$ cat src/rrf_pkg.sv
// ============================================================================
// rrf_pkg
// Shared types and codes for the request framer: parser phases, byte roles,
// error codes, command classes and protocol characters.
// ============================================================================
`timescale 1ns / 1ps
`default_nettype none

package rrf_pkg;

  // parser phase
  typedef enum logic [3:0] {
    PH_IDLE,
    PH_CNT_TXT,
    PH_CNT_CR,
    PH_DOLLAR,
    PH_LEN_TXT,
    PH_LEN_CR,
    PH_PAYLOAD,
    PH_PAY_CR,
    PH_PAY_LF
  } phase_t;

  // byte roles
  localparam logic [2:0] ROLE_ARRAY   = 3'd0;
  localparam logic [2:0] ROLE_COUNT   = 3'd1;
  localparam logic [2:0] ROLE_DOLLAR  = 3'd2;
  localparam logic [2:0] ROLE_LENGTH  = 3'd3;
  localparam logic [2:0] ROLE_PAYLOAD = 3'd4;
  localparam logic [2:0] ROLE_CRLF    = 3'd5;
  localparam logic [2:0] ROLE_DISCARD = 3'd6;

  // error codes
  localparam logic [2:0] ERR_NONE     = 3'd0;
  localparam logic [2:0] ERR_NO_STAR  = 3'd1;
  localparam logic [2:0] ERR_NO_DOLLAR = 3'd2;
  localparam logic [2:0] ERR_NO_CRLF  = 3'd3;
  localparam logic [2:0] ERR_NUMBER   = 3'd4;

  // command classes
  localparam logic [2:0] CLASS_OTHER   = 3'd0;
  localparam logic [2:0] CLASS_WRITE   = 3'd1;
  localparam logic [2:0] CLASS_PING    = 3'd2;
  localparam logic [2:0] CLASS_SYNC    = 3'd3;
  localparam logic [2:0] CLASS_CONNECT = 3'd4;

  // twelve-byte connect command name, first character in the top byte
  localparam logic [95:0] CONNECT_WORD = 96'h52444d415f434f4e4e454354;

  // protocol characters
  localparam logic [7:0] CH_STAR   = 8'h2a;
  localparam logic [7:0] CH_DOLLAR = 8'h24;
  localparam logic [7:0] CH_CR     = 8'h0d;
  localparam logic [7:0] CH_LF     = 8'h0a;
  localparam logic [7:0] CH_TAB    = 8'h09;
  localparam logic [7:0] CH_FF     = 8'h0c;
  localparam logic [7:0] CH_SPACE  = 8'h20;
  localparam logic [7:0] CH_PLUS   = 8'h2b;
  localparam logic [7:0] CH_MINUS  = 8'h2d;
  localparam logic [7:0] CH_ZERO   = 8'h30;
  localparam logic [7:0] CH_NINE   = 8'h39;
  localparam logic [7:0] CH_LOW_A  = 8'h61;
  localparam logic [7:0] CH_LOW_Z  = 8'h7a;
  localparam logic [7:0] CASE_BIT  = 8'h20;

endpackage

`default_nettype wire

$ cat src/rrf_classify.sv
// ============================================================================
// rrf_classify
// Case-insensitive match of the stored first argument against the known
// command names; gives the command class.
// ============================================================================
`timescale 1ns / 1ps
`default_nettype none

module rrf_classify #(
  parameter int NAME_BYTES = 12,
  parameter int LEN_BITS   = 31
) (
  input  wire logic [NAME_BYTES-1:0][7:0] name,
  input  wire logic [LEN_BITS-1:0]        name_len,
  output logic [2:0]                      cmd_class
);
  import rrf_pkg::*;

  logic [NAME_BYTES-1:0][7:0] up;
  logic [23:0] w3;
  logic [23:0] tail3;
  logic [31:0] w4;
  logic [95:0] w12;
  logic        len3;
  logic        len4;
  logic        len12;
  logic        base3;
  logic        tail_op;
  logic        pfx;

  // fold lower case letters to upper case
  always_comb begin
    for (int i = 0; i < NAME_BYTES; i++) begin
      up[i] = name[i];
      if (name[i] >= CH_LOW_A && name[i] <= CH_LOW_Z) begin
        up[i] = name[i] & ~CASE_BIT;
      end
    end
  end

  assign w3    = {up[0], up[1], up[2]};
  assign tail3 = {up[1], up[2], up[3]};
  assign w4    = {up[0], up[1], up[2], up[3]};
  assign w12   = {up[0], up[1], up[2], up[3], up[4], up[5],
                  up[6], up[7], up[8], up[9], up[10], up[11]};

  assign len3  = (name_len == LEN_BITS'(3));
  assign len4  = (name_len == LEN_BITS'(4));
  assign len12 = (name_len == LEN_BITS'(12));

  assign base3   = (w3 == "SET") || (w3 == "DEL") || (w3 == "MOD");
  assign tail_op = (tail3 == "SET") || (tail3 == "DEL") || (tail3 == "MOD");
  assign pfx     = (up[0] == "R") || (up[0] == "H") || (up[0] == "S");

  // priority follows the write list first, then the named commands
  always_comb begin
    cmd_class = CLASS_OTHER;
    if ((len3 && base3) || (len4 && pfx && tail_op)) begin
      cmd_class = CLASS_WRITE;
    end else if (len4 && w4 == "PING") begin
      cmd_class = CLASS_PING;
    end else if (len4 && w4 == "SYNC") begin
      cmd_class = CLASS_SYNC;
    end else if (len12 && w12 == CONNECT_WORD) begin
      cmd_class = CLASS_CONNECT;
    end
  end

endmodule

`default_nettype wire

$ cat src/resp_request_framer_core.sv
// ============================================================================
// resp_request_framer_core
// Frames RESP arrays of bulk strings from a byte stream and tags every byte
// with its role, argument index, running count and end marks.
// ============================================================================
// Path: an accepted word is held in the input register, then registered onto the result port.
// Throughput: one byte per cycle while the result port is not stalled; the parser state
// update is combinational logic between the input register and the result register.
// Reset: synchronous, clears the parser to waiting for '*' and empties both
// registers; the first-argument name store is not cleared.
`timescale 1ns / 1ps
`default_nettype none

module resp_request_framer_core #(
  parameter int NAME_BYTES = 12,
  parameter int COUNT_BITS = 31
) (
  input  wire logic        clk,
  input  wire logic        rst,
  input  wire logic        in_valid,
  output logic             in_stall,
  input  wire logic [7:0]  in_byte,
  output logic             out_valid,
  input  wire logic        out_stall,
  output logic [2:0]       byte_role,
  output logic [30:0]      arg_index,
  output logic [30:0]      arg_count,
  output logic [30:0]      command_bytes,
  output logic             arg_end,
  output logic             command_end,
  output logic [2:0]       command_class,
  output logic [2:0]       error_code
);
  import rrf_pkg::*;

  localparam int ACC_W = COUNT_BITS + 1;
  localparam int IDX_W = $clog2(NAME_BYTES);
  localparam int POS_W = $clog2(NAME_BYTES + 1);
  localparam logic [COUNT_BITS-1:0] CNT_MAX = '1;
  localparam logic [ACC_W-1:0]      ACC_SAT = {1'b1, {COUNT_BITS{1'b0}}};

  // input register
  logic       s1_valid;
  logic [7:0] s1_byte;
  logic       advance;

  // parser state
  phase_t                  phase, phase_next;
  logic [ACC_W-1:0]        acc, acc_next;
  logic                    neg, neg_next;
  logic                    done, done_next;
  logic                    started, started_next;
  logic [COUNT_BITS-1:0]   args_left, args_left_next;
  logic [COUNT_BITS-1:0]   cur_arg, cur_arg_next;
  logic [COUNT_BITS-1:0]   pay_left, pay_left_next;
  logic [COUNT_BITS-1:0]   bcnt, bcnt_next;
  logic [COUNT_BITS-1:0]   name_len, name_len_next;
  logic [POS_W-1:0]        name_pos, name_pos_next;
  logic [NAME_BYTES-1:0][7:0] name;
  logic                    name_we;

  // step results
  logic [2:0]              r_role;
  logic [COUNT_BITS-1:0]   r_ai;
  logic [COUNT_BITS-1:0]   r_ac;
  logic [COUNT_BITS-1:0]   r_cb;
  logic                    r_ae;
  logic                    r_ce;
  logic [2:0]              r_cls;
  logic [2:0]              r_err;
  logic [2:0]              cls_now;

  // number feed
  logic                    is_digit;
  logic                    is_space;
  logic [ACC_W+3:0]        prod;
  logic [ACC_W-1:0]        f_acc;
  logic                    f_neg;
  logic                    f_done;
  logic                    f_started;
  logic                    line_lf;
  logic                    fail;
  logic                    to_idle;

  // handshake: the input register moves on whenever the result register frees
  assign advance  = s1_valid && (!out_valid || !out_stall);
  assign in_stall = s1_valid && !advance;

  always_ff @(posedge clk) begin
    if (rst) begin
      s1_valid <= 1'b0;
    end else begin
      s1_valid <= (s1_valid && !advance) || (in_valid && !in_stall);
    end
  end

  always_ff @(posedge clk) begin
    if (in_valid && !in_stall) begin
      s1_byte <= in_byte;
    end
  end

  rrf_classify #(
    .NAME_BYTES (NAME_BYTES),
    .LEN_BITS   (COUNT_BITS)
  ) u_classify (
    .name      (name),
    .name_len  (name_len),
    .cmd_class (cls_now)
  );

  // atoi-style digit accumulate with saturation one above the count limit
  always_comb begin
    is_digit  = (s1_byte >= CH_ZERO) && (s1_byte <= CH_NINE);
    is_space  = (s1_byte == CH_SPACE) || ((s1_byte >= CH_TAB) && (s1_byte <= CH_CR));
    prod      = {1'b0, acc, 3'b000} + {3'b000, acc, 1'b0} + (ACC_W + 4)'(s1_byte[3:0]);
    f_acc     = acc;
    f_neg     = neg;
    f_done    = done;
    f_started = started;
    if (!done) begin
      if (!started && is_space) begin
        f_started = 1'b0;
      end else if (!started && (s1_byte == CH_PLUS || s1_byte == CH_MINUS)) begin
        f_started = 1'b1;
        f_neg     = (s1_byte == CH_MINUS);
      end else begin
        f_started = 1'b1;
        if (!is_digit) begin
          f_done = 1'b1;
        end else if (!acc[COUNT_BITS]) begin
          if (prod > (ACC_W + 4)'(CNT_MAX)) begin
            f_acc = ACC_SAT;
          end else begin
            f_acc = prod[ACC_W-1:0];
          end
        end
      end
    end
  end

  // one parser step for the byte in the input register
  always_comb begin
    phase_next     = phase;
    acc_next       = acc;
    neg_next       = neg;
    done_next      = done;
    started_next   = started;
    args_left_next = args_left;
    cur_arg_next   = cur_arg;
    pay_left_next  = pay_left;
    bcnt_next      = bcnt;
    name_len_next  = name_len;
    name_pos_next  = name_pos;
    name_we        = 1'b0;
    fail           = 1'b0;
    to_idle        = 1'b0;
    line_lf        = 1'b0;

    r_role = ROLE_DISCARD;
    r_ai   = '0;
    r_ac   = '0;
    r_cb   = '0;
    r_ae   = 1'b0;
    r_ce   = 1'b0;
    r_cls  = CLASS_OTHER;
    r_err  = ERR_NONE;

    if (phase == PH_IDLE) begin
      if (s1_byte == CH_STAR) begin
        to_idle    = 1'b1;
        r_role     = ROLE_ARRAY;
        r_cb       = COUNT_BITS'(1);
      end else begin
        r_err = ERR_NO_STAR;
      end
    end else begin
      if (bcnt != CNT_MAX) begin
        bcnt_next = bcnt + COUNT_BITS'(1);
      end
      r_cb = bcnt_next;
      r_ai = cur_arg;
      r_ac = args_left + cur_arg;

      case (phase)
        PH_CNT_TXT, PH_CNT_CR, PH_LEN_TXT, PH_LEN_CR: begin
          // number line: LF after CR closes it, anything else is line text
          if ((phase == PH_CNT_CR || phase == PH_LEN_CR) && s1_byte == CH_LF) begin
            r_role  = ROLE_CRLF;
            line_lf = 1'b1;
          end else begin
            acc_next     = f_acc;
            neg_next     = f_neg;
            done_next    = f_done;
            started_next = f_started;
            if (s1_byte == CH_CR) begin
              r_role     = ROLE_CRLF;
              phase_next = (phase == PH_CNT_TXT || phase == PH_CNT_CR) ?
                           PH_CNT_CR : PH_LEN_CR;
            end else begin
              r_role     = (phase == PH_CNT_TXT || phase == PH_CNT_CR) ?
                           ROLE_COUNT : ROLE_LENGTH;
              phase_next = (phase == PH_CNT_TXT || phase == PH_CNT_CR) ?
                           PH_CNT_TXT : PH_LEN_TXT;
            end
          end
          // count line complete
          if (line_lf && phase == PH_CNT_CR) begin
            if (acc[COUNT_BITS]) begin
              r_err = ERR_NUMBER;
              fail  = 1'b1;
            end else begin
              r_ac = neg ? '0 : acc[COUNT_BITS-1:0];
              if (neg || acc == '0) begin
                r_ce    = 1'b1;
                to_idle = 1'b1;
              end else begin
                args_left_next = acc[COUNT_BITS-1:0];
                cur_arg_next   = '0;
                phase_next     = PH_DOLLAR;
              end
            end
          end
          // length line complete
          if (line_lf && phase == PH_LEN_CR) begin
            if (acc[COUNT_BITS] || (neg && acc != '0)) begin
              r_err = ERR_NUMBER;
              fail  = 1'b1;
            end else begin
              pay_left_next = acc[COUNT_BITS-1:0];
              if (cur_arg == '0) begin
                name_len_next = acc[COUNT_BITS-1:0];
                name_pos_next = '0;
              end
              phase_next = (acc != '0) ? PH_PAYLOAD : PH_PAY_CR;
            end
          end
        end
        PH_DOLLAR: begin
          if (s1_byte == CH_DOLLAR) begin
            r_role       = ROLE_DOLLAR;
            acc_next     = '0;
            neg_next     = 1'b0;
            done_next    = 1'b0;
            started_next = 1'b0;
            phase_next   = PH_LEN_TXT;
          end else begin
            r_err = ERR_NO_DOLLAR;
            fail  = 1'b1;
          end
        end
        PH_PAYLOAD: begin
          r_role = ROLE_PAYLOAD;
          // keep the leading bytes of the first argument
          if (cur_arg == '0 && name_pos < POS_W'(NAME_BYTES)) begin
            name_we       = 1'b1;
            name_pos_next = name_pos + POS_W'(1);
          end
          pay_left_next = pay_left - COUNT_BITS'(1);
          if (pay_left == COUNT_BITS'(1)) begin
            phase_next = PH_PAY_CR;
          end
        end
        PH_PAY_CR: begin
          if (s1_byte == CH_CR) begin
            r_role     = ROLE_CRLF;
            phase_next = PH_PAY_LF;
          end else begin
            r_err = ERR_NO_CRLF;
            fail  = 1'b1;
          end
        end
        PH_PAY_LF: begin
          if (s1_byte == CH_LF) begin
            r_role         = ROLE_CRLF;
            r_ae           = 1'b1;
            cur_arg_next   = cur_arg + COUNT_BITS'(1);
            args_left_next = args_left - COUNT_BITS'(1);
            if (args_left == COUNT_BITS'(1)) begin
              r_ce    = 1'b1;
              r_cls   = cls_now;
              to_idle = 1'b1;
            end else begin
              phase_next = PH_DOLLAR;
            end
          end else begin
            r_err = ERR_NO_CRLF;
            fail  = 1'b1;
          end
        end
        default: begin
          to_idle = 1'b1;
        end
      endcase

      if (fail) begin
        r_role  = ROLE_DISCARD;
        to_idle = 1'b1;
      end
    end

    // back to waiting for '*'; a fresh '*' starts the count line instead
    if (to_idle) begin
      phase_next     = PH_IDLE;
      args_left_next = '0;
      cur_arg_next   = '0;
      pay_left_next  = '0;
      bcnt_next      = '0;
      acc_next       = '0;
      neg_next       = 1'b0;
      done_next      = 1'b0;
      started_next   = 1'b0;
      if (phase == PH_IDLE) begin
        phase_next = PH_CNT_TXT;
        bcnt_next  = COUNT_BITS'(1);
      end
    end
  end

  // parser state registers
  always_ff @(posedge clk) begin
    if (rst) begin
      phase     <= PH_IDLE;
      acc       <= '0;
      neg       <= 1'b0;
      done      <= 1'b0;
      started   <= 1'b0;
      args_left <= '0;
      cur_arg   <= '0;
      pay_left  <= '0;
      bcnt      <= '0;
      name_len  <= '0;
      name_pos  <= '0;
    end else if (advance) begin
      phase     <= phase_next;
      acc       <= acc_next;
      neg       <= neg_next;
      done      <= done_next;
      started   <= started_next;
      args_left <= args_left_next;
      cur_arg   <= cur_arg_next;
      pay_left  <= pay_left_next;
      bcnt      <= bcnt_next;
      name_len  <= name_len_next;
      name_pos  <= name_pos_next;
    end
  end

  // first argument name store
  always_ff @(posedge clk) begin
    if (advance && name_we) begin
      name[name_pos[IDX_W-1:0]] <= s1_byte;
    end
  end

  // result register
  always_ff @(posedge clk) begin
    if (rst) begin
      out_valid <= 1'b0;
    end else begin
      out_valid <= advance || (out_valid && out_stall);
    end
  end

  always_ff @(posedge clk) begin
    if (advance) begin
      byte_role     <= r_role;
      arg_index     <= 31'(r_ai);
      arg_count     <= 31'(r_ac);
      command_bytes <= 31'(r_cb);
      arg_end       <= r_ae;
      command_end   <= r_ce;
      command_class <= r_cls;
      error_code    <= r_err;
    end
  end

endmodule

`default_nettype wire

$ cat config.mk
export PLATFORM = sky130hd
export DESIGN_NAME = resp_request_framer_core
export DESIGN_NICKNAME = d
export VERILOG_FILES = /design/src/rrf_pkg.sv /design/src/rrf_classify.sv /design/src/resp_request_framer_core.sv
export SDC_FILE = /design/constraint.sdc
export NUM_CORES = 1
export LEC_CHECK = 0
export BUFFER_PORTS_ARGS = -buffer_cell sky130_fd_sc_hd__buf_4
export CORE_MARGIN = 2
export CORE_UTILIZATION = 65
export CTS_CLUSTER_DIAMETER = 30
export DETAILED_ROUTE_END_ITERATION = 6
export GPL_TIMING_DRIVEN = 0
export PLACE_DENSITY_LB_ADDON = 0.08
export SYNTH_ARGS = -nofsm -noshare
export SYNTH_HDL_FRONTEND = slang
export SYNTH_SLANG_ARGS = --single-unit
$ cat constraint.sdc
create_clock -name clk -period 18.1 [get_ports clk]
set_input_delay 0.905 -clock clk [delete_from_list [all_inputs] [get_ports clk]]
set_output_delay 0.905 -clock clk [all_outputs]
set_load 0.01 [all_outputs]
### Word level (Yosys, flattened, before mapping)

Index checks and enable logic that the tools add are counted.

| operators by class | value |
|---|---|
| add/sub/neg operators | 8 |
| multipliers | 0 |
| div/mod/pow operators | 0 |
| order comparisons | 32 |
| equality and inequality tests | 54 |
| shift operators | 0 |
| mux-type cells | 151 |
| bitwise operators | 5 |
| reductions and logical operators | 80 |

Operators with widths:

| kind | number |
|---|---|
| $mux W31 | 24 |
| $mux W32 | 10 |
| $pmux W31 S2 | 3 |
| $eq A24 B23 Y1 const B | 6 |
| $bwmux W96 | 1 |
| $eq A96 B95 Y1 const B | 1 |
| $ge A8 B7 Y1 const B | 12 |
| $le A8 B7 Y1 const B | 12 |
| $mux W6 | 12 |
| $mux W4 | 17 |
| $eq A32 B31 Y1 const B | 2 |
| $pmux W32 S2 | 1 |
| $add A31 B1 Y31 const B | 2 |
| $eq A31 B1 Y1 const B | 2 |
| $sub A31 B1 Y31 const B | 2 |
| $mux W1 | 48 |
| $ne A3 B3 Y1 const B | 16 |
| $mux W3 | 15 |
| $eq A8 B6 Y1 const B | 5 |
| $add A35 B33 Y36 | 1 |
| $add A36 B4 Y36 | 1 |
| $gt A36 B31 Y1 const B | 1 |
| $logic_and A1 B1 Y1 | 33 |
| $demux W8 S4 | 1 |
| other kinds (51) | 102 |

| word-level totals | value |
|---|---|
| register bits after elaboration | 408 |
| bits in latches | 0 |
| RAM bits | 0 |
| bits in read-only memories | 0 |
| input port bits | 12 |
| memories kept | 0 |

### Logic depth before layout (Yosys ltp)

Gate-level depths: netlist (run 1).

| logic depth | value |
|---|---|
| depth in word-level cells | 16 |
| gate-level depth with buffers | 15 |
| gate-level depth less buffers | 13 |

### Cells and area by module

A second synthesis (run 1) with hierarchy kept.

| unflattened totals | value |
|---|---|
| cell total of the unflattened synthesis | 2377 |
| area total of the unflattened synthesis | 22256.3 µm² |

By module, submodules not included:

| module | times used | cells each | area each (µm²) | seq. area each (µm²) |
|---|---|---|---|---|
| resp_request_framer_core | 1 | 2277 | 21558.2 | 10249.8 |
| rrf_classify | 1 | 100 | 698.2 | 0.0 |

### Worst setup path before layout (run 1)

Ideal clock, no wire load.

| timing | value |
|---|---|
| path type | input-to-reg |
| from | input out_stall |
| to | register name[32] (netlist bit) (enable) |
| setup time | 332 ps |
| arrival time | 10828 ps |
| required time | 17768 ps |
| slack | 6940 ps |
| cell stages on the path | 6 |
| cell sequence | a21boi_0 > nand2_1 > nor3_1 > nand2_1 > nor3b_1 > and2_1 |

| between the ends | value |
|---|---|
| longest elaborated chain between the ends | 4 |

Ends and longest elaborated chain:

| item | line | source |
|---|---|---|
| start, declared | resp_request_framer_core.sv:24 | `input wire logic out_stall,` |
| $logic_not A1 Y1 | resp_request_framer_core.sv:86 | `assign advance = s1_valid && (!out_valid \|\| !out_stall);` |
| $logic_or A1 B1 Y1 | resp_request_framer_core.sv:86 |  |
| $logic_and A1 B1 Y1 | resp_request_framer_core.sv:86 |  |
| $logic_and A1 B1 Y1 | resp_request_framer_core.sv:351 | `if (advance && name_we) begin` |
| end signal, assigned by index | resp_request_framer_core.sv:352 | `name[name_pos[IDX_W-1:0]] <= s1_byte;` |
| end, declared | resp_request_framer_core.sv:59 | `logic [NAME_BYTES-1:0][7:0] name;` |

Every way passes these cells.
A chain may end at the register's enable or synchronous reset.

### Worst setup path after layout (run 1)

| timing | value |
|---|---|
| from | register s1_byte[3] |
| to | register acc[16] |

| between the ends | value |
|---|---|
| longest elaborated chain between the ends | 15 |
| elaborated cells between the ends (all ways) | 59 |
| those cells by class | add/sub: 1; order compare: 5; eq/ne: 15; mux: 27; reduce/logical: 11 |

Ends and longest elaborated chain:

| item | line | source |
|---|---|---|
| start, declared | resp_request_framer_core.sv:44 | `logic [7:0] s1_byte;` |
| start signal, assigned | resp_request_framer_core.sv:99 | `s1_byte <= in_byte;` |
| parallel branches: the longest is 15 deep, another holds $add A36 B4 Y36 | - |  |
| end signal, assigned | resp_request_framer_core.sv:336 | `acc <= acc_next;` |
| end, declared | resp_request_framer_core.sv:49 | `logic [ACC_W-1:0] acc, acc_next;` |

Parallel ways; which one is timed is not known. The select of a mux whose other input is x is not followed.

==> results of run 1 <==
==> cells in the final DEF (no fill, tap or decap), types with 80 or more instances in the layout <==
cell / n
buf_4: 118
ha_1: 106
o21ai_0: 114
clkbuf_16: 80
nand2_1: 237
edfxtp_1: 201
dfxtp_1: 200
clkbuf_1: 90
nor2_1: 240
a21oi_1: 234
==> final cells by class <==
type	instances	area (sq um)	share of cell area
clock buffer	87	2040	0.0769
sequential	401	10000	0.379
inverter	56	210	0.00793
multi-input combinational	1835	11500	0.432
clock inverter	59	741	0.0280
timing repair buffer	119	938	0.0354
tap	448	561	0.0212
antenna	1	2.50	0.0000944
buffer	121	509	0.0192
==> kinds of logic after synthesis <==
logic type               count (synthesis)  synth area share
AO/OA/AOI/OAI                          619             0.173
XOR/XNOR                               128            0.0505
adder cells (fa/ha/maj)                109            0.0624
buffers and inverters                  177            0.0324
flip-flops                             401             0.452
multiplexers                             9           0.00411
AND/OR/NAND/NOR                        970             0.225
==> power by group through the flow <==
stage | combinational [mW] | clock, mW | sequential [mW]
floorplan | 0.0223 | 0 | 0.999
global placement | 0.0559 | 0 | 0.998
detailed placement | 0.0595 | 0 | 0.993
CTS | 0.0603 | 1.53 | 0.976
global route | 0.0642 | 1.57 | 0.976
finish | 0.0612 | 1.53 | 0.976
==> path summary, 6_finish.rpt <==
check                from            to  slack, ns  cells after the start
max            s1_byte[3]       acc[16]      13.03                     14
min          name_len[19]  name_len[19]       0.45                      2
max reg2reg    s1_byte[3]       acc[16]      13.03                     14
min reg2reg  name_len[19]  name_len[19]       0.45                      2
==> routing by layer <==
metal | vias up | track usage
li1 | 9350 | -
met1 | 9981 | 0.513
met2 | 1397 | 0.637
met3 | 388 | 0.101
met4 | 2 | 0.260
met5 | - | 0
==> state kept, by name, indices dropped and copies added, names as in the netlist, 3 cells and up <==
| signal | count |
|---|---|
| s1_byte | 8 |
| arg_count | 31 |
| name | 89 |
| byte_role | 3 |
| acc | 32 |
| name_len | 31 |
| arg_index | 31 |
| phase | 4 |
| cur_arg | 31 |
| args_left | 31 |
| name_pos | 4 |
| command_class | 3 |
| bcnt | 31 |
| command_bytes | 31 |
| pay_left | 31 |
| error_code | 3 |
==> worst min-delay path: cells and delay by family (launching register included) <==
kind,cells,cell delay [ns]
compound gates,1,0.05
flops,1,0.30
simple gates,1,0.05
==> run summary, run 1 <==
status: complete, but fails checks
failing checks: DRC
DP Area: 0.0237 sq mm
largest net degree at the start of global routing: 33
post-route ant nets: 0
clock tree buffer depth: 3
met2 routed WL: 32800 um
TritonCTS Buffers: 79
Synth Register Bits: 401
# fillers: 2212
DRT Wirelength: 73700 um
worst setup path category: register to register
CP endpoint kind: register
Met1 Wirelength: 27500 um
worst stage delay on the critical path: 0.67 ns
arrival time worst endpoint: 5.59 ns
Fin Clk Skew: 0.0250 ns
global-route wire length before repair: 114000 um
Min Hold Slack: 0.452 ns
Setup Fix Bufs, Post-CTS: 0
critical path, cell by cell: buf_2 > inv_1 > fa_1 > fa_1 > nor2b_1 > o31ai_1 > a211oi_1 > o211ai_1 > a2111oi_1 > o21ai_0 > a2111oi_2 > nand3_1 > buf_2 > o21ai_1
DR WL met3: 8500 um
synthesized cell area: 0.0222 sq mm
Top FF cell, synth: edfxtp_1
Bufs and invs on worst path: 3
critical path data required time: 18.62 ns
Max Cap Violations: 0
DRC Markers: 3
Sw Ratio: 0.223
Yosys top cell area share: 0.272
Clock Sinks: 401
Least-Margin Pin Slew: 1.42 ns
final max-slew violation count: 0
Clk pwr share: 0.597
router iterations before antenna repair: 7
Rel. slew slack: 0.0453
Die X: 189 um
Min-Delay Path Class: register to register
Pwr Density: 97.0 mW/mm^2
vias per cell: 6.75
Clock Latency Late Sink: 0.61 ns
Yosys top cell by area: edfxtp_1
GR Overflow Total: 0
fin util: 0.788
Netlist cell types: 92
Slowest-stage cell, CP: edfxtp_1
Place WS: 13.16 ns
Max VDD drop: 0.000121 V
area grow syn2layout: 19.3%
Top Ports: 118
EDFF count, synth: 201
initial cell density of the core: 0.661
Iteration-0 DRC Markers: 2422
H-tree Lvls: 3
Logic pwr share: 0.024
vias in the first global route: 20500
gpl congestion: 1.02
Finish-stage setup viols: 0
Area contributors post-synth: edfxtp_1 (27%), dfxtp_1 (18%), ha_1 (6.0%)
Final WS setup: 13.03 ns
Inst Count DP: 2980
Synth Area per Inst: 9.20 sq um
Die ar.: 0.0357 sq mm
P_int: 2.00 mW
Startpoint Class: register
Core Region: 0.0336 sq mm
Total GRT Usage: 0.410
vias: 21100
ys async rst share: 0
setup_tns: 0 ns
Cells after Synth: 2413
DR top layer: met5
cts repair resizes: 0
RSZ-0062 raised after global routing: false
Layout Cells excl Fill: 3127
Leak Pwr: 9.66 nW
antenna violations before repair: 1
Root Buffer: clkbuf_16
layout cells sized above 1: 0.124
register area share after synthesis: 0.452
synth cell count leaders: nor2_1 (240), nand2_1 (237), a21oi_1 (234), edfxtp_1 (201), dfxtp_1 (200)
worst-path maximum fanout: 13
TritonCTS clock tree: yes
crit share post-route: 0.280
wire per inst: 23.6 um
Final HPWL DP: 49200 um
Core Rows: 67
IO buf count: 116
sequential power share: 0.380
Worst path top cell family by delay: compound AO/OA/AOI/OAI gates
final hold vios: 0
Fmax: 197 MHz
# hold bufs at CTS: 0
nets@finish: 2734
PnR Total Power: 2.57 mW
Syn Nets: 2534
die height: 189 um
Design Area, Final: 0.0265 sq mm
fin crit period: 5.07 ns
top-count cell post-synth: nor2_1
switching pwr: 0.572 mW
clk slew on worst S/H paths: 0.05 ns
Yosys warnings: 0
Note: power is estimated with default switching activity, not from simulation.
==> run 2, diff against run 1 <==
--- a/config.mk
+++ b/config.mk
@@ -7,7 +7,7 @@
 export LEC_CHECK = 0
 export BUFFER_PORTS_ARGS = -buffer_cell sky130_fd_sc_hd__buf_4
 export CORE_MARGIN = 2
-export CORE_UTILIZATION = 65
+export CORE_UTILIZATION = 56
 export CTS_CLUSTER_DIAMETER = 30
 export DETAILED_ROUTE_END_ITERATION = 6
 export GPL_TIMING_DRIVEN = 0
==> constraint.sdc (replaced) <==
create_clock -name clk -period 4.3 [get_ports clk]
set_input_delay 0.215 -clock clk [delete_from_list [all_inputs] [get_ports clk]]
set_output_delay 0.215 -clock clk [all_outputs]
set_load 0.01 [all_outputs]
==> run 2 against run 1 <==
- the flow now finishes without violations
- largest power group unchanged
- clock skew rose by 0.0040 ns
- via count fell by 2.8%
- largest cell class unchanged
- critical path type unchanged
- first-iteration DRC count fell by 16%
- sequential cell count did not move
- non-clock buffer count rose by 25
- highest routed layer is now met4
==> run summary, run 2 (synthesized netlist as in run 1, its figures left out) <==
status: completed
area occupied by multi-input gates: 0.0115 sq mm
Final HPWL DP: 49500 um
Fin Clk Skew: 0.0290 ns
Core Rows: 72
most frequent cells in the layout: nor2_1 (240), nand2_1 (237), a21oi_1 (234)
Clock Sinks: 401
most frequent cell on the critical path: o21ai_1
Slowest-stage cell, CP: fa_2
Max Cap Violations: 0
fin crit period: 4.21 ns
Sw Ratio: 0.228
Clock Latency Late Sink: 0.62 ns
Logic pwr share: 0.025
Root Buffer: clkbuf_16
gpl congestion: 0.971
final hold vios: 0
Largest register FFs: 89
register bank with the most flops: name
IO buf count: 116
Pwr Density: 402 mW/mm^2
Finish-stage setup viols: 0
Iteration-0 DRC Markers: 2043
Layout Cells excl Fill: 3237
area grow syn2layout: 22.0%
TritonCTS clock tree: yes
clock tree buffer depth: 3
post-route ant nets: 0
antenna violations before repair: 1
H-tree Lvls: 3
Die X: 203 um
# fillers: 3033
critical path, cell by cell: inv_1 > fa_2 > inv_1 > ha_1 > a211oi_2 > o21ai_1 > nand2_1 > o21ai_1 > a31oi_1 > mux2_2 > a2111oi_2 > buf_4 > nand3_4 > clkbuf_16 > o21ai_1
vias: 20500
n_diodes: 0
P_int: 8.40 mW
Inst Count DP: 3051
crit share post-route: 0.980
Leak Pwr: 9.87 nW
Clk pwr share: 0.597
global-route wire length before repair: 111000 um
Least-Margin Pin Slew: 1.02 ns
Rel. slew slack: 0.315
CP endpoint kind: register
Core Region: 0.0389 sq mm
reg-to-reg slack, setup: 0.09 ns
Min-Delay Path Class: primary input to register
PnR Total Power: 10.9 mW
switching pwr: 2.48 mW
critical path data required time: 4.83 ns
largest registers: name: 89 flops, acc: 32 flops
layout cells sized above 1: 0.139
vias in the first global route: 19400
worst setup path category: register to register
Top Ports: 118
largest net degree at the start of global routing: 33
most common cell after layout, fill and taps aside: nor2_1
die height: 203 um
Fmax: 237 MHz
final max-slew violation count: 0
clk slew on worst S/H paths: 0.05 ns
wire per inst: 22.4 um
TritonCTS Buffers: 89
register area: 0.0101 sq mm
vias per cell: 6.34
worst-path maximum fanout: 7
Startpoint Class: register
GR Overflow Total: 0
router iterations before antenna repair: 6
Die ar.: 0.0413 sq mm
Max VDD drop: 0.000297 V
DRT Wirelength: 72400 um
initial cell density of the core: 0.571
DRC Markers: 0
Min Hold Slack: 0.320 ns
sequential power share: 0.377
nets@finish: 2769
worst stage delay on the critical path: 0.64 ns
Total GRT Usage: 0.348
arrival time worst endpoint: 4.74 ns
run 2: worst paths after layout:
path	from	endpoint	cells past startpoint
worst max register to register	acc[0]	acc[29]	15
worst min register to register	name_len[22]	name_len[22]	2
worst min-delay path	in_byte[7]	s1_byte[7]	2
worst max-delay path	acc[0]	acc[29]	15
run 2: power by group through the flow:
stage                     Clock [mW]  Combinational (mW)  Sequential [mW]
final                           6.49               0.277             4.11
after global routing            6.74               0.293             4.11
after CTS                       6.53               0.263             4.11
after detailed placement           0               0.251             4.18
after global placement             0               0.237             4.18
after floorplan                    0              0.0943             4.19
run 2: timing repair:
action,CTS,global route
buffers inserted,3,8
cloned,2,1
pin swaps,5,9
hold buffers,10,0
endpoints found under the hold margin,10,0
gates resized for setup,18,23
endpoints found under the setup margin,32,83
run 2: cell type report:
class	count	area share
well taps	518	0.0239
plain buffers	121	0.0199
multi-input cells	1835	0.426
clock inverters	58	0.0217
clock buffers	104	0.0850
flip-flops and latches	401	0.371
repair buffers	144	0.0448
inverters	56	0.00776
run 2: worst max-delay path, delay by kind of cell, from the launching register on:
kind / cells / cell delay [ns]
AOI/OAI and AO/OA: 6 / 1.31
adders and majority gates: 2 / 0.96
buffers and inverters: 4 / 0.71
DFF: 1 / 0.52
muxes: 1 / 0.37
and+or+nand+nor: 2 / 0.28
run 2: through the flow:
stage               instance area, sq um  setup slack [ns]   util  TNS, ns
floorplan                          22200             0.453      -        0
global route                       27100          -0.00849  0.696  -0.0105
CTS                                26900           0.00499  0.691        0
detailed placement                 23800            -0.710  0.612   -21.18
global placement                   23700             -1.02  0.610  -162.84
finish                             27100            0.0872  0.696        0
run 2: layer usage:
layer / up-vias / track usage / part of all wire
met5: - / 0 / 0
li1: 9437 / - / -
met4: 0 / 0.191 / 0.050
met1: 9722 / 0.469 / 0.41
met2: 1145 / 0.539 / 0.45
met3: 215 / 0.0573 / 0.094
